==> src/hdl/abst_pkg.sv <==
// Shared constants, types and command/status structs of the blower tuner.
// No dependencies.
package abst_pkg;

    localparam int MAX_SAMPLES_DEF = 4096;
    localparam int DAC_BITS_DEF    = 12;
    localparam int DAC_BITS_MAX    = 16;
    localparam int WIDE_W          = DAC_BITS_MAX + 1;

    localparam int FUNC_W   = 2;
    localparam int PRESS_W  = 8;
    localparam int PRESET_W = 12;
    localparam int CODE_W   = 12;
    localparam int AVG_W    = 8;
    localparam int STEP_W   = 6;

    localparam logic [AVG_W-1:0] SET_PRESSURE_RST = AVG_W'(5);

    localparam logic [FUNC_W-1:0] FUNC_ADD    = 2'd0;
    localparam logic [FUNC_W-1:0] FUNC_CLOSE  = 2'd1;
    localparam logic [FUNC_W-1:0] FUNC_PRESET = 2'd2;

    localparam logic [AVG_W-1:0]  BAND_MID   = AVG_W'(2);
    localparam logic [AVG_W-1:0]  BAND_HIGH  = AVG_W'(4);
    localparam logic [STEP_W-1:0] STEP_SMALL = STEP_W'(10);
    localparam logic [STEP_W-1:0] STEP_MID   = STEP_W'(20);
    localparam logic [STEP_W-1:0] STEP_LARGE = STEP_W'(40);

    // Average is at most 255, so the quotient needs AVG_W restoring steps.
    localparam int DIV_STEPS = AVG_W;
    localparam int DIV_CNT_W = $clog2(DIV_STEPS);

    typedef struct packed {
        logic sample;         // add pressure to the window
        logic capture_close;  // latch window into divider, clear accumulators
        logic capture_preset; // latch preset code
        logic div_step;       // one restoring division step
        logic commit;         // update DAC code and load result register
    } cmd_t;

    typedef struct packed {
        logic window_empty;   // count or sum is zero
    } stat_t;

    function automatic logic [STEP_W-1:0] band_step(input logic [AVG_W-1:0] d);
        logic [STEP_W-1:0] s;
        begin
            if (d == '0)
                s = '0;
            else if (d < BAND_MID)
                s = STEP_SMALL;
            else if (d < BAND_HIGH)
                s = STEP_MID;
            else
                s = STEP_LARGE;
            return s;
        end
    endfunction

endpackage

==> src/hdl/abst_if.sv <==
// Valid/ready channel interfaces: input item, result item, config write.
// Depends on abst_pkg.
interface abst_in_if import abst_pkg::*; ();
    logic                valid;
    logic                ready;
    logic [FUNC_W-1:0]   func;
    logic [PRESS_W-1:0]  pressure;
    logic [PRESET_W-1:0] dac_preset;

    modport source (output valid, func, pressure, dac_preset, input ready);
    modport sink   (input valid, func, pressure, dac_preset, output ready);
endinterface

interface abst_out_if import abst_pkg::*; ();
    logic              valid;
    logic              ready;
    logic [CODE_W-1:0] dac_code;
    logic [AVG_W-1:0]  average;
    logic              on_target;
    logic              clipped;

    modport source (output valid, dac_code, average, on_target, clipped, input ready);
    modport sink   (input valid, dac_code, average, on_target, clipped, output ready);
endinterface

interface abst_cfg_if import abst_pkg::*; ();
    logic             valid;
    logic             ready;
    logic [AVG_W-1:0] data;

    modport source (output valid, data, input ready);
    modport sink   (input valid, data, output ready);
endinterface

==> src/hdl/abst_ctrl.sv <==
// Controller FSM of the blower tuner: handshakes, division sequencing, commit.
// Depends on abst_pkg.
module abst_ctrl
    import abst_pkg::*;
(
    input  logic              clk,
    input  logic              rst_n,
    input  logic              in_valid,
    input  logic [FUNC_W-1:0] in_func,
    output logic              in_ready,
    output logic              out_valid,
    input  logic              out_ready,
    input  stat_t             stat,
    output cmd_t              cmd
);

    typedef enum logic [2:0] {
        S_IDLE = 3'b001,
        S_DIV  = 3'b010,
        S_LOAD = 3'b100
    } state_t;

    state_t               state_reg, state_next;
    logic [DIV_CNT_W-1:0] step_reg, step_next;
    logic                 out_valid_reg, out_valid_next;
    logic                 in_acc;
    logic                 out_free;

    assign in_ready  = (state_reg == S_IDLE);
    assign out_valid = out_valid_reg;
    assign in_acc    = in_valid && in_ready;
    assign out_free  = !out_valid_reg || out_ready;

    always_comb
    begin
        state_next     = state_reg;
        step_next      = step_reg;
        out_valid_next = out_valid_reg && !out_ready;
        cmd            = '0;
        unique case (state_reg)
            S_IDLE:
            begin
                if (in_acc)
                begin
                    if (in_func == FUNC_ADD)
                    begin
                        cmd.sample = 1'b1;
                    end
                    else if (in_func == FUNC_CLOSE)
                    begin
                        cmd.capture_close = 1'b1;
                        step_next         = DIV_CNT_W'(DIV_STEPS - 1);
                        // empty window has a fixed average, no division
                        state_next        = stat.window_empty ? S_LOAD : S_DIV;
                    end
                    else if (in_func == FUNC_PRESET)
                    begin
                        cmd.capture_preset = 1'b1;
                        state_next         = S_LOAD;
                    end
                end
            end
            S_DIV:
            begin
                cmd.div_step = 1'b1;
                step_next    = step_reg - DIV_CNT_W'(1);
                if (step_reg == '0)
                    state_next = S_LOAD;
            end
            S_LOAD:
            begin
                if (out_free)
                begin
                    cmd.commit     = 1'b1;
                    out_valid_next = 1'b1;
                    state_next     = S_IDLE;
                end
            end
            default:
            begin
                state_next = S_IDLE;
            end
        endcase
    end

    always_ff @(posedge clk or negedge rst_n)
    begin
        if (!rst_n)
        begin
            state_reg     <= S_IDLE;
            step_reg      <= '0;
            out_valid_reg <= 1'b0;
        end
        else
        begin
            state_reg     <= state_next;
            step_reg      <= step_next;
            out_valid_reg <= out_valid_next;
        end
    end

endmodule

==> src/hdl/abst_dp.sv <==
// Datapath of the blower tuner: window accumulators, restoring divider,
// banded step with saturation, DAC code and result registers. Uses abst_pkg.
module abst_dp
    import abst_pkg::*;
#(
    parameter int MAX_SAMPLES = MAX_SAMPLES_DEF,
    parameter int DAC_BITS    = DAC_BITS_DEF
)
(
    input  logic                clk,
    input  logic                rst_n,
    input  cmd_t                cmd,
    output stat_t               stat,
    input  logic [PRESS_W-1:0]  pressure,
    input  logic [PRESET_W-1:0] dac_preset,
    input  logic                cfg_we,
    input  logic [AVG_W-1:0]    cfg_data,
    output logic [CODE_W-1:0]   dac_code,
    output logic [AVG_W-1:0]    average,
    output logic                on_target,
    output logic                clipped
);

    localparam int CNT_W = $clog2(MAX_SAMPLES + 1);
    localparam int SUM_W = CNT_W + PRESS_W;
    localparam int CW    = DAC_BITS + 1;
    localparam logic [CNT_W-1:0]    CNT_MAX    = CNT_W'(MAX_SAMPLES);
    localparam logic [DAC_BITS-1:0] FULL_SCALE = '1;

    logic [SUM_W-1:0]    sum_reg;
    logic [CNT_W-1:0]    cnt_reg;
    logic [DAC_BITS-1:0] code_reg;
    logic [AVG_W-1:0]    sp_reg;
    logic [SUM_W-1:0]    rem_reg;
    logic [SUM_W-1:0]    dvs_reg;
    logic [AVG_W-1:0]    quo_reg;
    logic [PRESET_W-1:0] preset_reg;
    logic                is_preset_reg;
    logic [CODE_W-1:0]   dac_code_reg;
    logic [AVG_W-1:0]    avg_out_reg;
    logic                on_target_reg;
    logic                clipped_reg;

    logic                above;
    logic [AVG_W-1:0]    diff;
    logic [STEP_W-1:0]   step;
    logic [CW-1:0]       step_w;
    logic [CW-1:0]       up_sum;
    logic [WIDE_W-1:0]   preset_w;
    logic                preset_clip;
    logic [DAC_BITS-1:0] code_new;
    logic                clip_new;
    logic [WIDE_W-1:0]   code_new_w;
    logic                rem_ge;

    assign stat.window_empty = (cnt_reg == '0) || (sum_reg == '0);

    assign rem_ge = (rem_reg >= dvs_reg);

    // Tune step from window average
    assign above  = quo_reg > sp_reg;
    assign diff   = above ? (quo_reg - sp_reg) : (sp_reg - quo_reg);
    assign step   = band_step(diff);
    assign step_w = CW'(step);
    assign up_sum = {1'b0, code_reg} + step_w;

    assign preset_w    = WIDE_W'(preset_reg);
    assign preset_clip = preset_w > WIDE_W'(FULL_SCALE);

    always_comb
    begin
        code_new = code_reg;
        clip_new = 1'b0;
        if (is_preset_reg)
        begin
            code_new = preset_clip ? FULL_SCALE : preset_w[DAC_BITS-1:0];
            clip_new = preset_clip;
        end
        else if (above)
        begin
            if (step_w > {1'b0, code_reg})
            begin
                code_new = '0;
                clip_new = 1'b1;
            end
            else
            begin
                code_new = code_reg - step_w[DAC_BITS-1:0];
            end
        end
        else
        begin
            if (up_sum > {1'b0, FULL_SCALE})
            begin
                code_new = FULL_SCALE;
                clip_new = 1'b1;
            end
            else
            begin
                code_new = up_sum[DAC_BITS-1:0];
            end
        end
    end

    assign code_new_w = WIDE_W'(code_new);

    always_ff @(posedge clk or negedge rst_n)
    begin
        if (!rst_n)
        begin
            sum_reg  <= '0;
            cnt_reg  <= '0;
            code_reg <= '0;
            sp_reg   <= SET_PRESSURE_RST;
        end
        else
        begin
            if (cfg_we)
                sp_reg <= cfg_data;
            if (cmd.sample && (cnt_reg < CNT_MAX))
            begin
                sum_reg <= sum_reg + SUM_W'(pressure);
                cnt_reg <= cnt_reg + CNT_W'(1);
            end
            else if (cmd.capture_close)
            begin
                sum_reg <= '0;
                cnt_reg <= '0;
            end
            if (cmd.commit)
                code_reg <= code_new;
        end
    end

    // Divider, preset latch and result payload: no reset needed
    always_ff @(posedge clk)
    begin
        if (cmd.capture_close)
        begin
            rem_reg       <= sum_reg;
            dvs_reg       <= {1'b0, cnt_reg, {(AVG_W - 1){1'b0}}};
            quo_reg       <= stat.window_empty ? AVG_W'(1) : '0;
            is_preset_reg <= 1'b0;
        end
        else if (cmd.div_step)
        begin
            if (rem_ge)
                rem_reg <= rem_reg - dvs_reg;
            quo_reg <= {quo_reg[AVG_W-2:0], rem_ge};
            dvs_reg <= dvs_reg >> 1;
        end
        if (cmd.capture_preset)
        begin
            preset_reg    <= dac_preset;
            is_preset_reg <= 1'b1;
        end
        if (cmd.commit)
        begin
            dac_code_reg  <= code_new_w[CODE_W-1:0];
            avg_out_reg   <= is_preset_reg ? '0 : quo_reg;
            on_target_reg <= !is_preset_reg && (quo_reg == sp_reg);
            clipped_reg   <= clip_new;
        end
    end

    assign dac_code  = dac_code_reg;
    assign average   = avg_out_reg;
    assign on_target = on_target_reg;
    assign clipped   = clipped_reg;

endmodule

==> src/hdl/averaged_band_step_blower_tuner_top.sv <==
// Top level of the breath-by-breath blower tuner: controller plus datapath.
// Depends on abst_pkg, abst_if, abst_ctrl, abst_dp.
//
//  channel | dir | beat contents
//  --------+-----+-------------------------------------------
//  item    | in  | func, pressure, dac_preset
//  result  | out | dac_code, average, on_target, clipped
//  cfg     | in  | data (set_pressure), always ready
//
// A sample beat produces no result. A close beat runs: accept, 8
// restoring divider steps (one quotient bit each), commit; an empty window
// skips the divider, as does a preset beat.
// Commit waits while the result register holds a beat not yet taken.
// rst_n clears the accumulators, DAC code and set pressure (to 5).
module averaged_band_step_blower_tuner_top
    import abst_pkg::*;
#(
    parameter int MAX_SAMPLES = MAX_SAMPLES_DEF,
    parameter int DAC_BITS    = DAC_BITS_DEF
)
(
    input logic       clk,
    input logic       rst_n,
    abst_in_if.sink   item,
    abst_out_if.source result,
    abst_cfg_if.sink  cfg
);

    cmd_t  cmd;
    stat_t stat;
    logic  in_ready;
    logic  out_valid;

    assign item.ready   = in_ready;
    assign result.valid = out_valid;
    assign cfg.ready    = 1'b1;

    abst_ctrl u_ctrl (
        .clk       (clk),
        .rst_n     (rst_n),
        .in_valid  (item.valid),
        .in_func   (item.func),
        .in_ready  (in_ready),
        .out_valid (out_valid),
        .out_ready (result.ready),
        .stat      (stat),
        .cmd       (cmd)
    );

    abst_dp #(
        .MAX_SAMPLES (MAX_SAMPLES),
        .DAC_BITS    (DAC_BITS)
    ) u_dp (
        .clk        (clk),
        .rst_n      (rst_n),
        .cmd        (cmd),
        .stat       (stat),
        .pressure   (item.pressure),
        .dac_preset (item.dac_preset),
        .cfg_we     (cfg.valid),
        .cfg_data   (cfg.data),
        .dac_code   (result.dac_code),
        .average    (result.average),
        .on_target  (result.on_target),
        .clipped    (result.clipped)
    );

endmodule

==> src/flat_wrapper.sv <==
// flat-port wrapper written by rule: the top's interface ports become plain ports
module averaged_band_step_blower_tuner_top_flat import abst_pkg::*;
#(
    parameter int MAX_SAMPLES = MAX_SAMPLES_DEF,
    parameter int DAC_BITS    = DAC_BITS_DEF
)
  (clk, rst_n, item_valid, item_func, item_pressure, item_dac_preset, item_ready, result_valid, result_dac_code, result_average, result_on_target, result_clipped, result_ready, cfg_valid, cfg_data, cfg_ready);
  abst_in_if item_i ();
  abst_out_if result_i ();
  abst_cfg_if cfg_i ();
  input logic clk;
  input logic rst_n;
  input wire logic [$bits(item_i.valid)-1:0] item_valid;
  input wire logic [$bits(item_i.func)-1:0] item_func;
  input wire logic [$bits(item_i.pressure)-1:0] item_pressure;
  input wire logic [$bits(item_i.dac_preset)-1:0] item_dac_preset;
  output wire logic [$bits(item_i.ready)-1:0] item_ready;
  output wire logic [$bits(result_i.valid)-1:0] result_valid;
  output wire logic [$bits(result_i.dac_code)-1:0] result_dac_code;
  output wire logic [$bits(result_i.average)-1:0] result_average;
  output wire logic [$bits(result_i.on_target)-1:0] result_on_target;
  output wire logic [$bits(result_i.clipped)-1:0] result_clipped;
  input wire logic [$bits(result_i.ready)-1:0] result_ready;
  input wire logic [$bits(cfg_i.valid)-1:0] cfg_valid;
  input wire logic [$bits(cfg_i.data)-1:0] cfg_data;
  output wire logic [$bits(cfg_i.ready)-1:0] cfg_ready;
  assign item_i.valid = item_valid;
  assign item_i.func = item_func;
  assign item_i.pressure = item_pressure;
  assign item_i.dac_preset = item_dac_preset;
  assign item_ready = item_i.ready;
  assign result_valid = result_i.valid;
  assign result_dac_code = result_i.dac_code;
  assign result_average = result_i.average;
  assign result_on_target = result_i.on_target;
  assign result_clipped = result_i.clipped;
  assign result_i.ready = result_ready;
  assign cfg_i.valid = cfg_valid;
  assign cfg_i.data = cfg_data;
  assign cfg_ready = cfg_i.ready;
  averaged_band_step_blower_tuner_top #(.MAX_SAMPLES(MAX_SAMPLES), .DAC_BITS(DAC_BITS)) u_core (.clk(clk), .rst_n(rst_n), .item(item_i), .result(result_i), .cfg(cfg_i));
endmodule
==> config.mk <==
export PLATFORM = sky130hd
export DESIGN_NAME = averaged_band_step_blower_tuner_top_flat
export DESIGN_NICKNAME = d
export VERILOG_FILES = /design/src/hdl/abst_pkg.sv /design/src/hdl/abst_if.sv /design/src/hdl/abst_ctrl.sv /design/src/hdl/abst_dp.sv /design/src/hdl/averaged_band_step_blower_tuner_top.sv /design/src/flat_wrapper.sv
export SDC_FILE = /design/constraint.sdc
export NUM_CORES = 1
export LEC_CHECK = 0
export BUFFER_PORTS_ARGS = -buffer_cell sky130_fd_sc_hd__buf_2
export CORE_MARGIN = 2
export CORE_UTILIZATION = 63
export CTS_BUF_LIST = sky130_fd_sc_hd__clkbuf_8
export CTS_CLUSTER_SIZE = 16
export DETAILED_ROUTE_END_ITERATION = 12
export GPL_ROUTABILITY_DRIVEN = 0
export PLACE_DENSITY = 0.83
export SLEW_MARGIN = 20
export SYNTH_ARGS = -nofsm -noshare
export SYNTH_HDL_FRONTEND = slang
export SYNTH_SLANG_ARGS = --single-unit
export TNS_END_PERCENT = 10
==> constraint.sdc <==
create_clock -name clk -period 6.9 [get_ports clk]
set_clock_uncertainty 0.05 [all_clocks]
set_input_delay 0.69 -clock clk [delete_from_list [all_inputs] [get_ports clk]]
set_output_delay 0.69 -clock clk [all_outputs]
set_load 0.01 [all_outputs]
==> results.ini <==
[outcome]
status=completed

[cts]
cts_tree=yes
ctsHoldBuffers=0
numCtsBuffers=17
root_buffer=clkbuf_8
clk_latency_ns=0.45
htree_levels=4
post_cts_buffers=0
ctsResizeCount=0
path_clk_slew_ns=0.08
cts_sinks=145
clock_path_buffers=2

[layout]
multi_input_area_um2=4270
mostFrequentLayoutCell=nand2_1
regArea_um2=3970
antenna_cells=0
fillerInstances=1005
layout-drive-gt1-share_pct=14.2
syn_to_final_growth_pct=8.97
most-common-layout-cells=88 x nand2_1, 76 x edfxtp_1, 71 x inv_1
fin_nets=1017

[global_routing]
use_met3_pct=6.25
antenna_found_initial=0
grt_pass1_wl_mm=31.6
grt_max_degree=62
top_usage_layer=met2
grt_usage_pct=27.6
overflow=0
use_met2_pct=46.9
use_met1_pct=35.1
grt_pass1_vias=6589

[floorplan]
coreArea_um2=13300
die_x_um=121
boundaryPins=60
initial_utilization_pct=64.7
rows=42
dieArea_um2=14600
die_h_um=121

[synthesis]
syn-mean-instance-area_um2=9.96
synth_edf_count=76
synth_cell_types=70
yosysSeqAreaShare_pct=46.2
synth-async-reset-ratio_pct=42.1
syn_area_um2=8600
syn-num-nets=962
syn-instance-count=864
yosys_warnings=0
synthFlopType=edfxtp_1
synth_seq_cells=145

[worst_setup_path]
path_class=reg2reg
crit_chain=inv_1 > ha_1 > a21o_1 > a211o_1 > o221ai_1 > buf_4 > mux2_2 > a2111oi_4 > a2111oi_2 > nor4_4 > nand2_1 > ha_1 > nor2b_1 > o21a_1 > o21ai_0 > a2111oi_2 > and3_1 > a2111oi_0 > a21oi_1 > mux2_2
worstSetupEndpointType=flop
required_ns=7.18
worst-path-max-fanout=13
slowest_delay_ns=0.57
critPathArrivalTime_ns=6.16
critPathSlowestCell=a2111oi_0
cp-start-kind=flop
ff2ff_setup_slack_ns=1.02

[timing]
finalSetupViolCount=0
worst_pin_slew_ns=1.09
clock.fmax_mhz=170
tns_ns=0
grt_setup_unrepaired=no
period_share_pct=85.2
hold_viol_final=0
drv_slew=0
min_period_ns=5.88
slew_headroom_pct=27.5

[placed_design]
dp_hpwl_mm=13.3
port_buffers=58

[power_and_ir_drop]
p_per_area_nw_per_um2=278
p_total_w=0.00261
p_leak_nw=4.07
vdd_drop_max_mv=0.229

[detailed_routing]
drc=0
wl_mm=19.1
post_drt_via_cell_ratio=6.04
first_pass_iters=5
vias=6696
ant_nets=0
drt-initial-drc-count=506
wl_per_cell_um=17.2

[flow_run]
cap_violations=0

[min_path]
hp-class=in2reg

through the flow:
stage                     instance area, µm²  setup slack [ns]  cells  hold WS, ns  util (%)
after CTS                               9370              1.05   1108        0.347      70.5
after floorplan                         8600              1.90    864        0.344         -
after global routing                    9380             0.663   1108        0.330      70.5
after global placement                  9040              1.47   1076        0.406      68.0
after detailed placement                9040              1.13   1076        0.417      68.0
final                                   9380              1.02   1108        0.366      70.5
cell type report:
class                           instances  share of cell area [%]
Inverter                               66                    2.64
Clock buffer                           20                    2.94
Clock inverter                         12                   0.587
Sequential cell                       145                    42.4
Multi-Input combinational cell        625                    45.5
Tap cell                              176                    2.35
Timing Repair Buffer                   64                    3.58
cells in the mapped netlist (6+ instances only):
cell       n  area (µm²)
a211oi_1   6        45.0
a21o_1    20         150
a21oi_1   67         335
and2_1     8        50.1
and3_1    13        81.3
clkbuf_1  18        67.6
dfrtp_1   58        1450
dfxtp_1    8         160
edfxtp_1  76        2280
fa_1       6         120
ha_1      57         713
inv_1     66         248
mux2_2    18         203
mux2i_1   11         110
nand2_1   88         330
nand2b_1  11        68.8
nand3_1   27         135
nand4_1    9        56.3
nor2_1    55         206
nor2b_1   12        75.1
nor3_1     9        45.0
nor4_1     7        43.8
o21a_1     6        45.0
o21ai_0   67         335
o21bai_1  11        82.6
o22ai_1    6        37.5
xnor2_1   20         175
xor2_1     9        78.8
power by group:
| group | internal, W | total (W) | switching [W] | leakage, nW |
|---|---|---|---|---|
| sequential | 0.00104 | 0.00116 | 0.000129 | 1.55 |
| combinational | 0.000373 | 0.000868 | 0.000495 | 2.33 |
| clock | 0.000266 | 0.000577 | 0.000311 | 0.190 |
final timing paths:
| check | start | end | cells past startpoint |
|---|---|---|---|
| worst max-delay path | u_core.u_dp.sp_reg[5] | u_core.u_dp.code_reg[2] | 20 |
| worst min-delay path | item_dac_preset[7] | u_core.u_dp.preset_reg[7] | 1 |
| worst max register to register | u_core.u_dp.sp_reg[5] | u_core.u_dp.code_reg[2] | 20 |
| worst min register to register | u_core.u_dp.dvs_reg[0] | u_core.u_dp.dvs_reg[0] | 2 |
| max in group asynchronous | rst_n | u_core.u_dp.sum_reg[18] | 2 |
| min in group asynchronous | rst_n | u_core.u_dp.sp_reg[4] | 2 |
worst max-delay path: cells and delay by family, from the launching register on:
family                   cells  cell delay [ns]
AO/OA/AOI/OAI               10             2.60
buffers and inverters        2             0.31
flip-flops                   1             0.36
adder cells (fa/ha/maj)      2             0.78
AND/OR/NAND/NOR              4             0.92
multiplexers                 2             0.72
cells by family after synthesis:
family          synth area share [%]
simple gates                    14.7
compound gates                  18.5
flops                           46.2
buf+inv                         4.30
fa+ha+maj                       9.69
xor+xnor                        2.95
mux                             3.64
other cells                   0.0436
layer usage:
metal  wire (µm)  up-vias
met3         791       36
li1            -     3246
met5           0        -
met4         439        0
met1        8310     3246
met2        9520      168
Power figures use the tool's default switching activity.
